<file path="src/hw/rtl/jbce_pkg.sv">
// ----------------------------------------------------------------------------
// jbce_pkg : shared types and constants of the JTAG byte command engine
// Command codes, parse phases and the state and result words that pass
// between the parser and the top level.
// ----------------------------------------------------------------------------
package jbce_pkg;

   localparam int unsigned ByteW = 8;

   // host command codes
   localparam logic [ByteW-1:0] CMD_SETUP    = 8'd0;
   localparam logic [ByteW-1:0] CMD_SHUTDOWN = 8'd1;
   localparam logic [ByteW-1:0] CMD_SINGLE   = 8'd2;
   localparam logic [ByteW-1:0] CMD_PULSE    = 8'd3;
   localparam logic [ByteW-1:0] CMD_REPEAT   = 8'd4;
   localparam logic [ByteW-1:0] CMD_MULTI    = 8'd5;

   // argument byte that abandons the command being parsed
   localparam logic [ByteW-1:0] ABORT_BYTE = 8'hff;

   // multi pulse item bits
   localparam int unsigned ITEM_TMS_BIT     = 0;
   localparam int unsigned ITEM_TDI_EN_BIT  = 1;
   localparam int unsigned ITEM_TDI_BIT     = 2;
   localparam int unsigned ITEM_CMP_EN_BIT  = 3;
   localparam int unsigned ITEM_CMP_VAL_BIT = 4;

   typedef enum logic [2:0] {
      PH_CMD        = 3'd0,
      PH_SINGLE     = 3'd1,
      PH_REP_TMS    = 3'd2,
      PH_REP_COUNT  = 3'd3,
      PH_MULTI_CNT  = 3'd4,
      PH_MULTI_ITEM = 3'd5
   } phase_type;

   typedef struct packed {
      phase_type        phase;
      logic [ByteW-1:0] items_left;
      logic             saved_tms;
      logic             match_ok;
      logic             tms;
      logic             tdi;
      logic             tck;
      logic             drive_en;
      logic             eng_ready;
      logic             led;
   } state_type;

   typedef struct packed {
      logic             tms_level;
      logic             tdi_level;
      logic             tck_level;
      logic             pins_driven;
      logic             led_on;
      logic [ByteW-1:0] tck_pulses;
      logic             reply_valid;
      logic             reply_byte;
   } result_type;

   localparam state_type STATE_RESET = '{
      phase:      PH_CMD,
      items_left: '0,
      saved_tms:  1'b0,
      match_ok:   1'b1,
      tms:        1'b0,
      tdi:        1'b0,
      tck:        1'b0,
      drive_en:   1'b0,
      eng_ready:  1'b0,
      led:        1'b0
   };

endpackage

</file>
<file path="src/hw/rtl/jbce_if.sv">
// ----------------------------------------------------------------------------
// jbce_req_if / jbce_rsp_if : valid-ready channels of the engine
// A word moves at a rising edge with valid and ready both high.
// ----------------------------------------------------------------------------
interface jbce_req_if;
   import jbce_pkg::*;
   logic             valid;
   logic             ready;
   logic [ByteW-1:0] rx_byte;
   logic             tdo_level;

   modport source (output valid, output rx_byte, output tdo_level, input ready);
   modport sink   (input valid, input rx_byte, input tdo_level, output ready);
endinterface

interface jbce_rsp_if;
   import jbce_pkg::*;
   logic             valid;
   logic             ready;
   logic             tms_level;
   logic             tdi_level;
   logic             tck_level;
   logic             pins_driven;
   logic             led_on;
   logic [ByteW-1:0] tck_pulses;
   logic             reply_valid;
   logic             reply_byte;

   modport source (output valid, output tms_level, output tdi_level, output tck_level,
                   output pins_driven, output led_on, output tck_pulses,
                   output reply_valid, output reply_byte, input ready);
   modport sink   (input valid, input tms_level, input tdi_level, input tck_level,
                   input pins_driven, input led_on, input tck_pulses,
                   input reply_valid, input reply_byte, output ready);
endinterface

</file>
<file path="src/hw/rtl/jbce_parser.sv">
// ----------------------------------------------------------------------------
// jbce_parser : one-byte step of the command parser
// Next parse state and the result word for one host byte.
// ----------------------------------------------------------------------------
module jbce_parser
   import jbce_pkg::*;
(
   input  state_type        cur_state,
   input  logic [ByteW-1:0] rx_byte,
   input  logic             tdo_level,
   output state_type        nxt_state,
   output result_type       result
);

   logic [ByteW-1:0] pulses;
   logic             rvalid;
   logic             rbyte;
   logic             is_abort;
   logic [ByteW-1:0] items_dec;
   logic             match_now;

   assign is_abort  = (rx_byte == ABORT_BYTE);
   assign items_dec = cur_state.items_left - ByteW'(1);

   always_comb begin
      nxt_state = cur_state;
      pulses    = '0;
      rvalid    = 1'b0;
      rbyte     = 1'b0;
      match_now = cur_state.match_ok;

      unique case (cur_state.phase)
         PH_CMD: begin
            if (cur_state.eng_ready) begin
               nxt_state.led = ~cur_state.led;
            end
            case (rx_byte)
               CMD_SETUP: begin
                  nxt_state.tms       = 1'b0;
                  nxt_state.tdi       = 1'b0;
                  nxt_state.tck       = 1'b0;
                  nxt_state.drive_en  = 1'b1;
                  nxt_state.eng_ready = 1'b1;
                  nxt_state.led       = 1'b1;
               end
               CMD_SHUTDOWN: begin
                  nxt_state.tms       = 1'b0;
                  nxt_state.tdi       = 1'b0;
                  nxt_state.tck       = 1'b0;
                  nxt_state.drive_en  = 1'b0;
                  nxt_state.eng_ready = 1'b0;
                  nxt_state.led       = 1'b0;
               end
               CMD_SINGLE: nxt_state.phase = PH_SINGLE;
               CMD_PULSE: begin
                  nxt_state.tck = 1'b1;
                  pulses        = ByteW'(1);
               end
               CMD_REPEAT: nxt_state.phase = PH_REP_TMS;
               CMD_MULTI:  nxt_state.phase = PH_MULTI_CNT;
               default: ;  // unknown command: only the LED moves, and only when set up
            endcase
         end

         PH_SINGLE: begin
            nxt_state.phase = PH_CMD;
            if (!is_abort) begin
               nxt_state.tms = rx_byte[0];
               nxt_state.tdi = rx_byte[1];
               nxt_state.tck = 1'b1;
               pulses        = ByteW'(1);
               rvalid        = 1'b1;
               rbyte         = tdo_level;
            end
         end

         PH_REP_TMS: begin
            if (is_abort) begin
               nxt_state.phase = PH_CMD;
            end else begin
               nxt_state.saved_tms = (rx_byte != '0);
               nxt_state.phase     = PH_REP_COUNT;
            end
         end

         PH_REP_COUNT: begin
            nxt_state.phase = PH_CMD;
            if (!is_abort) begin
               nxt_state.tms = cur_state.saved_tms;
               pulses        = rx_byte;
               if (rx_byte != '0) begin
                  nxt_state.tck = 1'b1;
               end
            end
         end

         PH_MULTI_CNT: begin
            if (is_abort) begin
               nxt_state.phase = PH_CMD;
            end else begin
               nxt_state.match_ok = 1'b1;
               if (rx_byte == '0) begin
                  nxt_state.phase = PH_CMD;
                  rvalid          = 1'b1;
                  rbyte           = 1'b1;
               end else begin
                  nxt_state.items_left = rx_byte;
                  nxt_state.phase      = PH_MULTI_ITEM;
               end
            end
         end

         PH_MULTI_ITEM: begin
            if (is_abort) begin
               nxt_state.phase      = PH_CMD;
               nxt_state.items_left = '0;
            end else begin
               nxt_state.tms = rx_byte[ITEM_TMS_BIT];
               if (rx_byte[ITEM_TDI_EN_BIT]) begin
                  nxt_state.tdi = rx_byte[ITEM_TDI_BIT];
               end
               nxt_state.tck = 1'b1;
               pulses        = ByteW'(1);
               if (rx_byte[ITEM_CMP_EN_BIT] && (rx_byte[ITEM_CMP_VAL_BIT] != tdo_level)) begin
                  match_now = 1'b0;
               end
               nxt_state.match_ok   = match_now;
               nxt_state.items_left = items_dec;
               if (items_dec == '0) begin
                  nxt_state.phase = PH_CMD;
                  rvalid          = 1'b1;
                  rbyte           = match_now;
               end
            end
         end

         default: nxt_state.phase = PH_CMD;
      endcase
   end

   always_comb begin
      result.tms_level   = nxt_state.tms;
      result.tdi_level   = nxt_state.tdi;
      result.tck_level   = nxt_state.tck;
      result.pins_driven = nxt_state.drive_en;
      result.led_on      = nxt_state.led;
      result.tck_pulses  = pulses;
      result.reply_valid = rvalid;
      result.reply_byte  = rbyte;
   end

endmodule

</file>
<file path="src/hw/rtl/jtag_byte_command_engine_core.sv">
// ----------------------------------------------------------------------------
// jtag_byte_command_engine_core : host byte parser for a JTAG pin driver
// Parses setup, shutdown, single, plain, repeated and multi pulse commands
// and gives the pin levels, pulse count and reply for every host byte.
// ----------------------------------------------------------------------------
// Use:
//   req_ch carries one host word: rx_byte and the TDO level sampled after
//   that byte's TCK edge. rsp_ch returns exactly one word per request word:
//   pin levels after the byte, drive enable, LED, TCK pulse count and an
//   optional reply bit (TDO or multi pulse ok flag).
// Latency: the response word is valid the cycle after its request word is
//   taken; the parse step is one pass of logic into the response register.
// Throughput: one word per cycle. req_ch.ready stays high while the
//   response register is empty or being emptied in the same cycle.
// Stall: when rsp_ch.ready is low with a word held, req_ch.ready drops and
//   the held word and parse state stay put until the word is taken.
// Reset (synchronous): parser waits for a command, pins low and
//   undriven, engine not set up, LED off, response register empty.
// An argument byte of 0xff abandons the command with no reply.
// ----------------------------------------------------------------------------
module jtag_byte_command_engine_core
   import jbce_pkg::*;
(
   input  logic       clock,
   input  logic       reset,
   jbce_req_if.sink   req_ch,
   jbce_rsp_if.source rsp_ch
);

   state_type  state_ff;
   state_type  state_in;
   result_type rsp_word_ff;
   result_type rsp_word_in;
   logic       rsp_valid_ff;
   logic       req_take;

   // free to take a word when nothing is held or the held word leaves now
   assign req_ch.ready = !rsp_valid_ff || rsp_ch.ready;
   assign req_take     = req_ch.valid && req_ch.ready;

   jbce_parser u_parser (
      .cur_state (state_ff),
      .rx_byte   (req_ch.rx_byte),
      .tdo_level (req_ch.tdo_level),
      .nxt_state (state_in),
      .result    (rsp_word_in)
   );

   // parse state, response word and its valid flag
   always_ff @(posedge clock) begin
      if (reset) begin
         state_ff     <= STATE_RESET;
         rsp_word_ff  <= '0;
         rsp_valid_ff <= 1'b0;
      end else begin
         if (req_take) begin
            state_ff     <= state_in;
            rsp_word_ff  <= rsp_word_in;
            rsp_valid_ff <= 1'b1;
         end else if (rsp_ch.ready) begin
            rsp_valid_ff <= 1'b0;
         end
      end
   end

   assign rsp_ch.valid       = rsp_valid_ff;
   assign rsp_ch.tms_level   = rsp_word_ff.tms_level;
   assign rsp_ch.tdi_level   = rsp_word_ff.tdi_level;
   assign rsp_ch.tck_level   = rsp_word_ff.tck_level;
   assign rsp_ch.pins_driven = rsp_word_ff.pins_driven;
   assign rsp_ch.led_on      = rsp_word_ff.led_on;
   assign rsp_ch.tck_pulses  = rsp_word_ff.tck_pulses;
   assign rsp_ch.reply_valid = rsp_word_ff.reply_valid;
   assign rsp_ch.reply_byte  = rsp_word_ff.reply_byte;

   // a taken request always leaves a response word behind
   a_take_gives_word : assert property (@(posedge clock) disable iff (reset)
      req_take |=> rsp_valid_ff)
      else $error("request taken without response word");

   // no reply bit without a reply
   a_reply_clean : assert property (@(posedge clock) disable iff (reset)
      rsp_valid_ff |-> (rsp_word_ff.reply_valid || !rsp_word_ff.reply_byte))
      else $error("reply bit set without reply");

   // any pulse leaves TCK high
   a_pulse_tck : assert property (@(posedge clock) disable iff (reset)
      (rsp_valid_ff && (rsp_word_ff.tck_pulses != '0)) |-> rsp_word_ff.tck_level)
      else $error("TCK low after pulses");

   // pins are driven exactly while the engine is set up
   a_drive_ready : assert property (@(posedge clock) disable iff (reset)
      state_ff.drive_en == state_ff.eng_ready)
      else $error("drive enable and engine state disagree");

   // item countdown zero in the command and single phases (non-zero only inside a multi pulse)
   a_items_phase : assert property (@(posedge clock) disable iff (reset)
      (state_ff.phase == PH_CMD || state_ff.phase == PH_SINGLE)
         |-> (state_ff.items_left == '0))
      else $error("items left outside multi pulse");

endmodule
</file>
<file path="src/flat_wrapper.sv">
// flat-port wrapper written by rule: the top's interface ports become plain ports
module jtag_byte_command_engine_core_flat import jbce_pkg::*;
  (clock, reset, req_ch_valid, req_ch_rx_byte, req_ch_tdo_level, req_ch_ready, rsp_ch_valid, rsp_ch_tms_level, rsp_ch_tdi_level, rsp_ch_tck_level, rsp_ch_pins_driven, rsp_ch_led_on, rsp_ch_tck_pulses, rsp_ch_reply_valid, rsp_ch_reply_byte, rsp_ch_ready);
  jbce_req_if req_ch_i ();
  jbce_rsp_if rsp_ch_i ();
  input  logic clock;
  input  logic reset;
  input wire logic [$bits(req_ch_i.valid)-1:0] req_ch_valid;
  input wire logic [$bits(req_ch_i.rx_byte)-1:0] req_ch_rx_byte;
  input wire logic [$bits(req_ch_i.tdo_level)-1:0] req_ch_tdo_level;
  output wire logic [$bits(req_ch_i.ready)-1:0] req_ch_ready;
  output wire logic [$bits(rsp_ch_i.valid)-1:0] rsp_ch_valid;
  output wire logic [$bits(rsp_ch_i.tms_level)-1:0] rsp_ch_tms_level;
  output wire logic [$bits(rsp_ch_i.tdi_level)-1:0] rsp_ch_tdi_level;
  output wire logic [$bits(rsp_ch_i.tck_level)-1:0] rsp_ch_tck_level;
  output wire logic [$bits(rsp_ch_i.pins_driven)-1:0] rsp_ch_pins_driven;
  output wire logic [$bits(rsp_ch_i.led_on)-1:0] rsp_ch_led_on;
  output wire logic [$bits(rsp_ch_i.tck_pulses)-1:0] rsp_ch_tck_pulses;
  output wire logic [$bits(rsp_ch_i.reply_valid)-1:0] rsp_ch_reply_valid;
  output wire logic [$bits(rsp_ch_i.reply_byte)-1:0] rsp_ch_reply_byte;
  input wire logic [$bits(rsp_ch_i.ready)-1:0] rsp_ch_ready;
  assign req_ch_i.valid = req_ch_valid;
  assign req_ch_i.rx_byte = req_ch_rx_byte;
  assign req_ch_i.tdo_level = req_ch_tdo_level;
  assign req_ch_ready = req_ch_i.ready;
  assign rsp_ch_valid = rsp_ch_i.valid;
  assign rsp_ch_tms_level = rsp_ch_i.tms_level;
  assign rsp_ch_tdi_level = rsp_ch_i.tdi_level;
  assign rsp_ch_tck_level = rsp_ch_i.tck_level;
  assign rsp_ch_pins_driven = rsp_ch_i.pins_driven;
  assign rsp_ch_led_on = rsp_ch_i.led_on;
  assign rsp_ch_tck_pulses = rsp_ch_i.tck_pulses;
  assign rsp_ch_reply_valid = rsp_ch_i.reply_valid;
  assign rsp_ch_reply_byte = rsp_ch_i.reply_byte;
  assign rsp_ch_i.ready = rsp_ch_ready;
  jtag_byte_command_engine_core u_core (.clock(clock), .reset(reset), .req_ch(req_ch_i), .rsp_ch(rsp_ch_i));
endmodule
</file>
<file path="config.mk">
export PLATFORM = sky130hd
export DESIGN_NAME = jtag_byte_command_engine_core_flat
export DESIGN_NICKNAME = d
export VERILOG_FILES = /design/src/hw/rtl/jbce_pkg.sv /design/src/hw/rtl/jbce_if.sv /design/src/hw/rtl/jbce_parser.sv /design/src/hw/rtl/jtag_byte_command_engine_core.sv /design/src/flat_wrapper.sv
export SDC_FILE = /design/constraint.sdc
export NUM_CORES = 1
export LEC_CHECK = 0
export ABC_AREA = 1
export BUFFER_PORTS_ARGS = -buffer_cell sky130_fd_sc_hd__buf_2
export CORE_UTILIZATION = 60
export CTS_BUF_LIST = sky130_fd_sc_hd__clkbuf_16
export DETAILED_ROUTE_END_ITERATION = 8
export PLACE_DENSITY = 0.88
export REMOVE_ABC_BUFFERS = 1
export SYNTH_ARGS = -nofsm -noshare
export SYNTH_HDL_FRONTEND = slang
export SYNTH_HIERARCHICAL = 1
export SYNTH_SLANG_ARGS = --single-unit
</file>
<file path="constraint.sdc">
create_clock -name clock -period 3.09 [get_ports clock]
set_clock_uncertainty 0.15 [all_clocks]
set_input_delay 0.309 -clock clock [delete_from_list [all_inputs] [get_ports clock]]
set_output_delay 0.309 -clock clock [all_outputs]
set_load 0.005 [all_outputs]
</file>
# ---- Word-level counts from Yosys, hierarchy flattened
# Cells that the tools add are included.
dict set report totals {
  ff_bits 30
  in_bits 13
}
dict set report classes {
  n_reduce_logical 25
  muxes 43
  n_eq_ne 23
  addsub 1
  bitwise 2
}
# cell n
set ops {}
lappend ops {{8-bit 2-to-1 mux} 3}
lappend ops {{8-bit one-hot mux with 3 select lines} 1}
lappend ops {{1-bit 2-to-1 mux} 19}
lappend ops {{8-bit by 2-bit equality test with 1-bit output, second input constant} 2}
lappend ops {{8-bit by 3-bit equality test with 1-bit output, second input constant} 2}
lappend ops {{8-bit zero test} 2}
lappend ops {{2-bit inequality test, second input constant} 8}
lappend ops {{8-bit one-hot mux with 2 select lines} 1}
lappend ops {{3-bit 2-to-1 mux} 5}
lappend ops {{3-bit one-hot mux with 4 select lines} 1}
lappend ops {{3-bit AND reduction} 4}
lappend ops {{6-bit AND reduction} 2}
lappend ops {{11-bit 2-to-1 mux} 1}
lappend ops {{1-bit one-hot mux with 3 select lines} 3}
lappend ops {{3-bit one-hot mux with 3 select lines} 1}
lappend ops {{8-bit by 1-bit equality test with 1-bit output, second input constant} 1}
lappend ops {{8-bit equality test, second input constant} 1}
lappend ops {{1-bit one-hot mux with 4 select lines} 2}
lappend ops {{4-bit AND reduction} 2}
lappend ops {{8-bit nonzero test} 1}
lappend ops {{8-bit by 1-bit subtractor with 8-bit output, second input constant} 1}
lappend ops {{7-bit AND reduction} 1}
lappend ops {{3-bit by 2-bit equality test with 1-bit output, second input constant} 2}
lappend ops {{3-bit equality test, second input constant} 2}
lappend ops {{18 further kinds} 26}

# ---- Logic depth before layout (Yosys ltp)
dict set report logic_depth {
  ltp_word 6
  depth_mapped 16
  depth_no_buf 15
}

# ---- Hierarchy
# The synthesis kept the hierarchy.
# module area_each_um2 cells_each instances
set modules_own_cells {}
lappend modules_own_cells {jtag_byte_command_engine_core 1655.3 226 1}
lappend modules_own_cells {jbce_parser 1061.0 214 1}

# ---- Least setup slack after synthesis
# Ideal clock, no wire load.
dict set report synth_path {
  path_type {register -> register}
  start {register u_core/state_ff[8] in the netlist's numbering}
  end {register u_core.rsp_word_ff (netlist bit u_core/rsp_ch.reply_valid)}
  required_time_ns 2.876
  period_less_slack_ns 1.795
  setup_slack_ns 1.295
  setup_ns 0.064
  stages_incl_launch_ff 15
  path_buffers 1
  arrival_ns 1.581
  cell_sequence {dfxtp_1 inv_1 ha_1 nand2_1 nand3_1 nor2_1 nand2_1 nor2_1 nand2_1 o21ai_1 buf_4 inv_1 nand3_1 nand2_1 nor2_1}
}
dict set report synth_via {
  elab_chain_cells 5
}
# element line
set synth_lines {}
lappend synth_lines {{start, declared} jtag_byte_command_engine_core.sv:30} ;# state_type state_ff;
lappend synth_lines {{start signal, assigned} jtag_byte_command_engine_core.sv:57} ;# state_ff <= state_in;
lappend synth_lines {{8-bit by 1-bit subtractor with 8-bit output} jbce_parser.sv:23} ;# assign items_dec = cur_state.items_left - ByteW'(1);
lappend synth_lines {{8-bit zero test} jbce_parser.sv:129} ;# if (items_dec == '0) begin
lappend synth_lines {{1-bit 2-to-1 mux} jbce_parser.sv:129}
lappend synth_lines {{1-bit 2-to-1 mux} jbce_parser.sv:114} ;# if (is_abort) begin
lappend synth_lines {{1-bit one-hot mux with 3 select lines} jbce_parser.sv:32} ;# unique case (cur_state.phase)
lappend synth_lines {{named net u_core.u_parser.rvalid} jbce_parser.sv:16} ;# logic rvalid;
lappend synth_lines {{end signal, assigned} jtag_byte_command_engine_core.sv:58} ;# rsp_word_ff <= rsp_word_in;
lappend synth_lines {{end, declared} jtag_byte_command_engine_core.sv:32} ;# result_type rsp_word_ff;
# The timed path passes the listed nets, and every way through them passes these cells.
# A chain may end at the register's enable or synchronous reset.

==> results.json <==
{
  "port_buffers": 29,
  "setup_repair_after_global_routing_missed_its_margin": "false",
  "slew_headroom_pct": 40.60,
  "floorplan.io_pins": 30,
  "r2r_setup_slack_ps": 1070,
  "status": "finished clean",
  "timing.hold.worst.class": "in -> reg",
  "cts_setup_buffers": 0,
  "final_layout_size_suffix_gt1_share_pct": 16.67,
  "hold_path_startpoint": "reset",
  "place.detailed.hpwl_um": 4243,
  "pre_cts_slack_ps": 926.7,
  "cts-root-to-sink-buffers": 2,
  "synth_flop_cell": "dfxtp_1",
  "worst_slack_ps": 1073,
  "cts-hold-fix-buffers": 0,
  "synth.ff_latch_count": 35,
  "fin_nets": 466,
  "post_cts.resized_instances": 0,
  "placeableCoreArea_um2": 4354,
  "ranking_of_synthesized_cells_by_area": "dfxtp_1, nand2_1, nand3_1",
  "routed_via_count": 2798,
  "leakage_power_nw": 1.363,
  "clock_tree.root_cell": "clkbuf_16",
  "hold_viol": 0,
  "clk_pin_slew_worst_paths_ps": 50,
  "number_of_clock_sinks": 35,
  "start_kind": "flip-flop",
  "route.detailed.vias_per_inst": 5.574,
  "total_negative_setup_slacks_ps": 0,
  "cell_variety_after_synth": 36,
  "insertion_delay_ps": 280,
  "total_power_mw": 1.317,
  "grt_antenna_before_repair": 0,
  "number_of_antenna_violating_nets_in_the_routed_design": 0,
  "grt_remaining_overflow": 0,
  "fin_hold_ws_ps": 55.12,
  "peakVddDrop_mv": 0.2342,
  "post_synth_instance_area_um2": 2716,
  "postSynth.asyncResetShare_pct": 0,
  "synthDominantAreaCellType": "dfxtp_1",
  "synthesis.instances": 440,
  "first_iter_violations": 265,
  "worst-r2r-cell-count": 13,
  "hold_path_end": "u_core/rsp_ch.valid",
  "synth-seq-area-share_pct": 25.79,
  "synth_top_area_share_pct": 25.79,
  "place.gp.congestion": 0.9722,
  "worst_r2r_endpoint": "u_core/rsp_ch.reply_valid",
  "rows": 24,
  "syn-mean-instance-area_um2": 6.174,
  "cts_tree": "done",
  "routed_wirelength_um": 6053,
  "final_design_area_no_fill_um2": 2889,
  "max_cap_violations": 0,
  "starting_density_of_the_core_pct": 62.39,
  "p_per_area_nw_per_um2": 455.9,
  "finalCritPeriodShare_pct": 65.29,
  "routedWlPerCell_um": 12.06,
  "floorplan.die_area_um2": 4800,
  "area_delta_synth_final_pct": 6.356,
  "track_usage_pct": 25.87,
  "die_h_um": 69.29,
  "remaining_drc_errors": 0,
  "dr.pass1.iters": 5,
  "post_dp_cell_area_um2": 2760,
  "n_fill_cell": 386,
  "timing.critical_path.fanout_max": 6,
  "critical_path_required_ps": 3150,
  "worstSetupPathType": "reg -> reg",
  "holdPathStages": 2,
  "critical_path.reg2reg.startpoint": "u_core/state_ff[8]",
  "worst_tran_pin_value_ps": 887.9,
  "cts_made_buffers": 5,
  "grt_first_pass_wirelength_um": 10250,
  "worst-endpoint-arrival_ps": 2080,
  "antenna_cells": 0,
  "number_of_global_route_vias_before_repair": 2387,
  "htreeDepth": 2,
  "setup_violations": 0,
  "slew_viol_final": 0,
  "worstSetupEndpointType": "flip-flop",
  "synth_warnings": 6,
  "grt_max_degree": 44,
  "final.min_clock_period_ps": 2017,
  "synth_edf_count": 0,
  "timing.fmax_ghz": 0.4957,
  "chipWidth_um": 69.29
}
==> layout make-up <==
type,count,area [µm²],area share [%]
Sequential cell,35,700.7,24.25
Clock inverter,1,3.754,0.1299
Timing Repair Buffer,32,192.7,6.670
Tap cell,52,65.06,2.252
Multi-Input combinational cell,314,1563,54.09
Inverter,63,239.0,8.272
Clock buffer,5,125.1,4.331
==> registers in the layout (all words and copies together), names as in the netlist <==
name,flops
u_core/state_ff,19
u_core/rsp_ch.tck_pulses,8
u_core/rsp_ch.led_on,1
u_core/rsp_ch.pins_driven,1
u_core/rsp_ch.reply_byte,1
u_core/rsp_ch.reply_valid,1
u_core/rsp_ch.tck_level,1
u_core/rsp_ch.tdi_level,1
u_core/rsp_ch.tms_level,1
u_core/rsp_ch.valid,1
==> cell usage in the layout, fill, tap and decap left out, drive strengths merged <==
cell type  count
o221ai         1
o31ai          1
inv           63
or2            1
nor4           1
nand3         47
nand4         11
dfxtp         35
clkinv         1
a21oi         35
a31oi          3
nand3b         2
a22oi          3
o21ai         22
nor2          56
clkbuf         5
ha             2
xor2           2
buf           32
and2           1
nor3          10
nand2        116
==> power by group <==
| group | internal, mW | total (mW) | switching [mW] |
|---|---|---|---|
| registers | 0.488 | 0.526 | 0.0375 |
| logic | 0.126 | 0.332 | 0.206 |
| clock network | 0.286 | 0.459 | 0.173 |
| total | 0.900 | 1.32 | 0.417 |
==> cell families (layout without fill, tap and decap cells) <==
group,Yosys count,in the layout,share of synthesized area [%]
buf+inv,91,101,16.67
simple gates,245,245,40.17
fa+ha+maj,2,2,0.9211
flops,35,35,25.79
xor+xnor,2,2,0.6450
compound gates,65,65,15.80
==> per-stage QoR <==
step	std cells	utilization (%)
global route	502	66.35
CTS	502	66.35
finish	502	66.35
global placement	496	63.39
detailed placement	496	63.39
floorplan	412	-
==> cell usage after synthesis, types with 2 or more instances <==
master and instances:
a21oi_1 15, a21oi_2 20, a22oi_1 3, a31oi_1 3, buf_12 2, buf_2 13
buf_4 11, dfxtp_1 35, ha_1 2, inv_1 54, inv_2 7, nand2_1 113
nand2_2 3, nand3_1 46, nand3b_1 2, nand4_1 11, nor2_1 52, nor2_4 2
nor3_1 9, o21ai_0 8, o21ai_1 13, xor2_1 2
==> metal layers <==
metal,GRT usage [%],vias to the layer above,part of all wire (%)
met2,42.83,114,46
met3,6.105,17,7.3
met5,0,-,0
met4,9.524,0,2.0
met1,32.63,1246,45
li1,-,1421,-
==> worst max-delay path by stage <==
stage	to	slack, ps	start	cells after the start
2_1_floorplan	u_core/state_ff[9]	1290	req_ch_rx_byte[6]	12
3_3_place_gp	u_core/state_ff[9]	1000	req_ch_rx_byte[1]	13
3_5_place_dp	u_core/state_ff[9]	930	req_ch_rx_byte[1]	13
4_1_cts	u_core/rsp_ch.reply_valid	1100	u_core/state_ff[8]	13
5_1_grt	u_core/rsp_ch.reply_valid	790	u_core/state_ff[8]	14
6_report	u_core/rsp_ch.reply_valid	1070	u_core/state_ff[8]	13
==> worst max-delay path: stages, from the launching register on <==
cell and delay (ps):
dfxtp_1 390, inv_1 120, ha_1 270, nand2_1 110, nand3_1 70, nor2_1 110
nand2_1 60, nor2_1 120, nand2_1 90, o21ai_1 170, inv_1 60, nand3_1 70
nand2_1 70, nor2_1 90
Power figures use the tool's default switching activity.
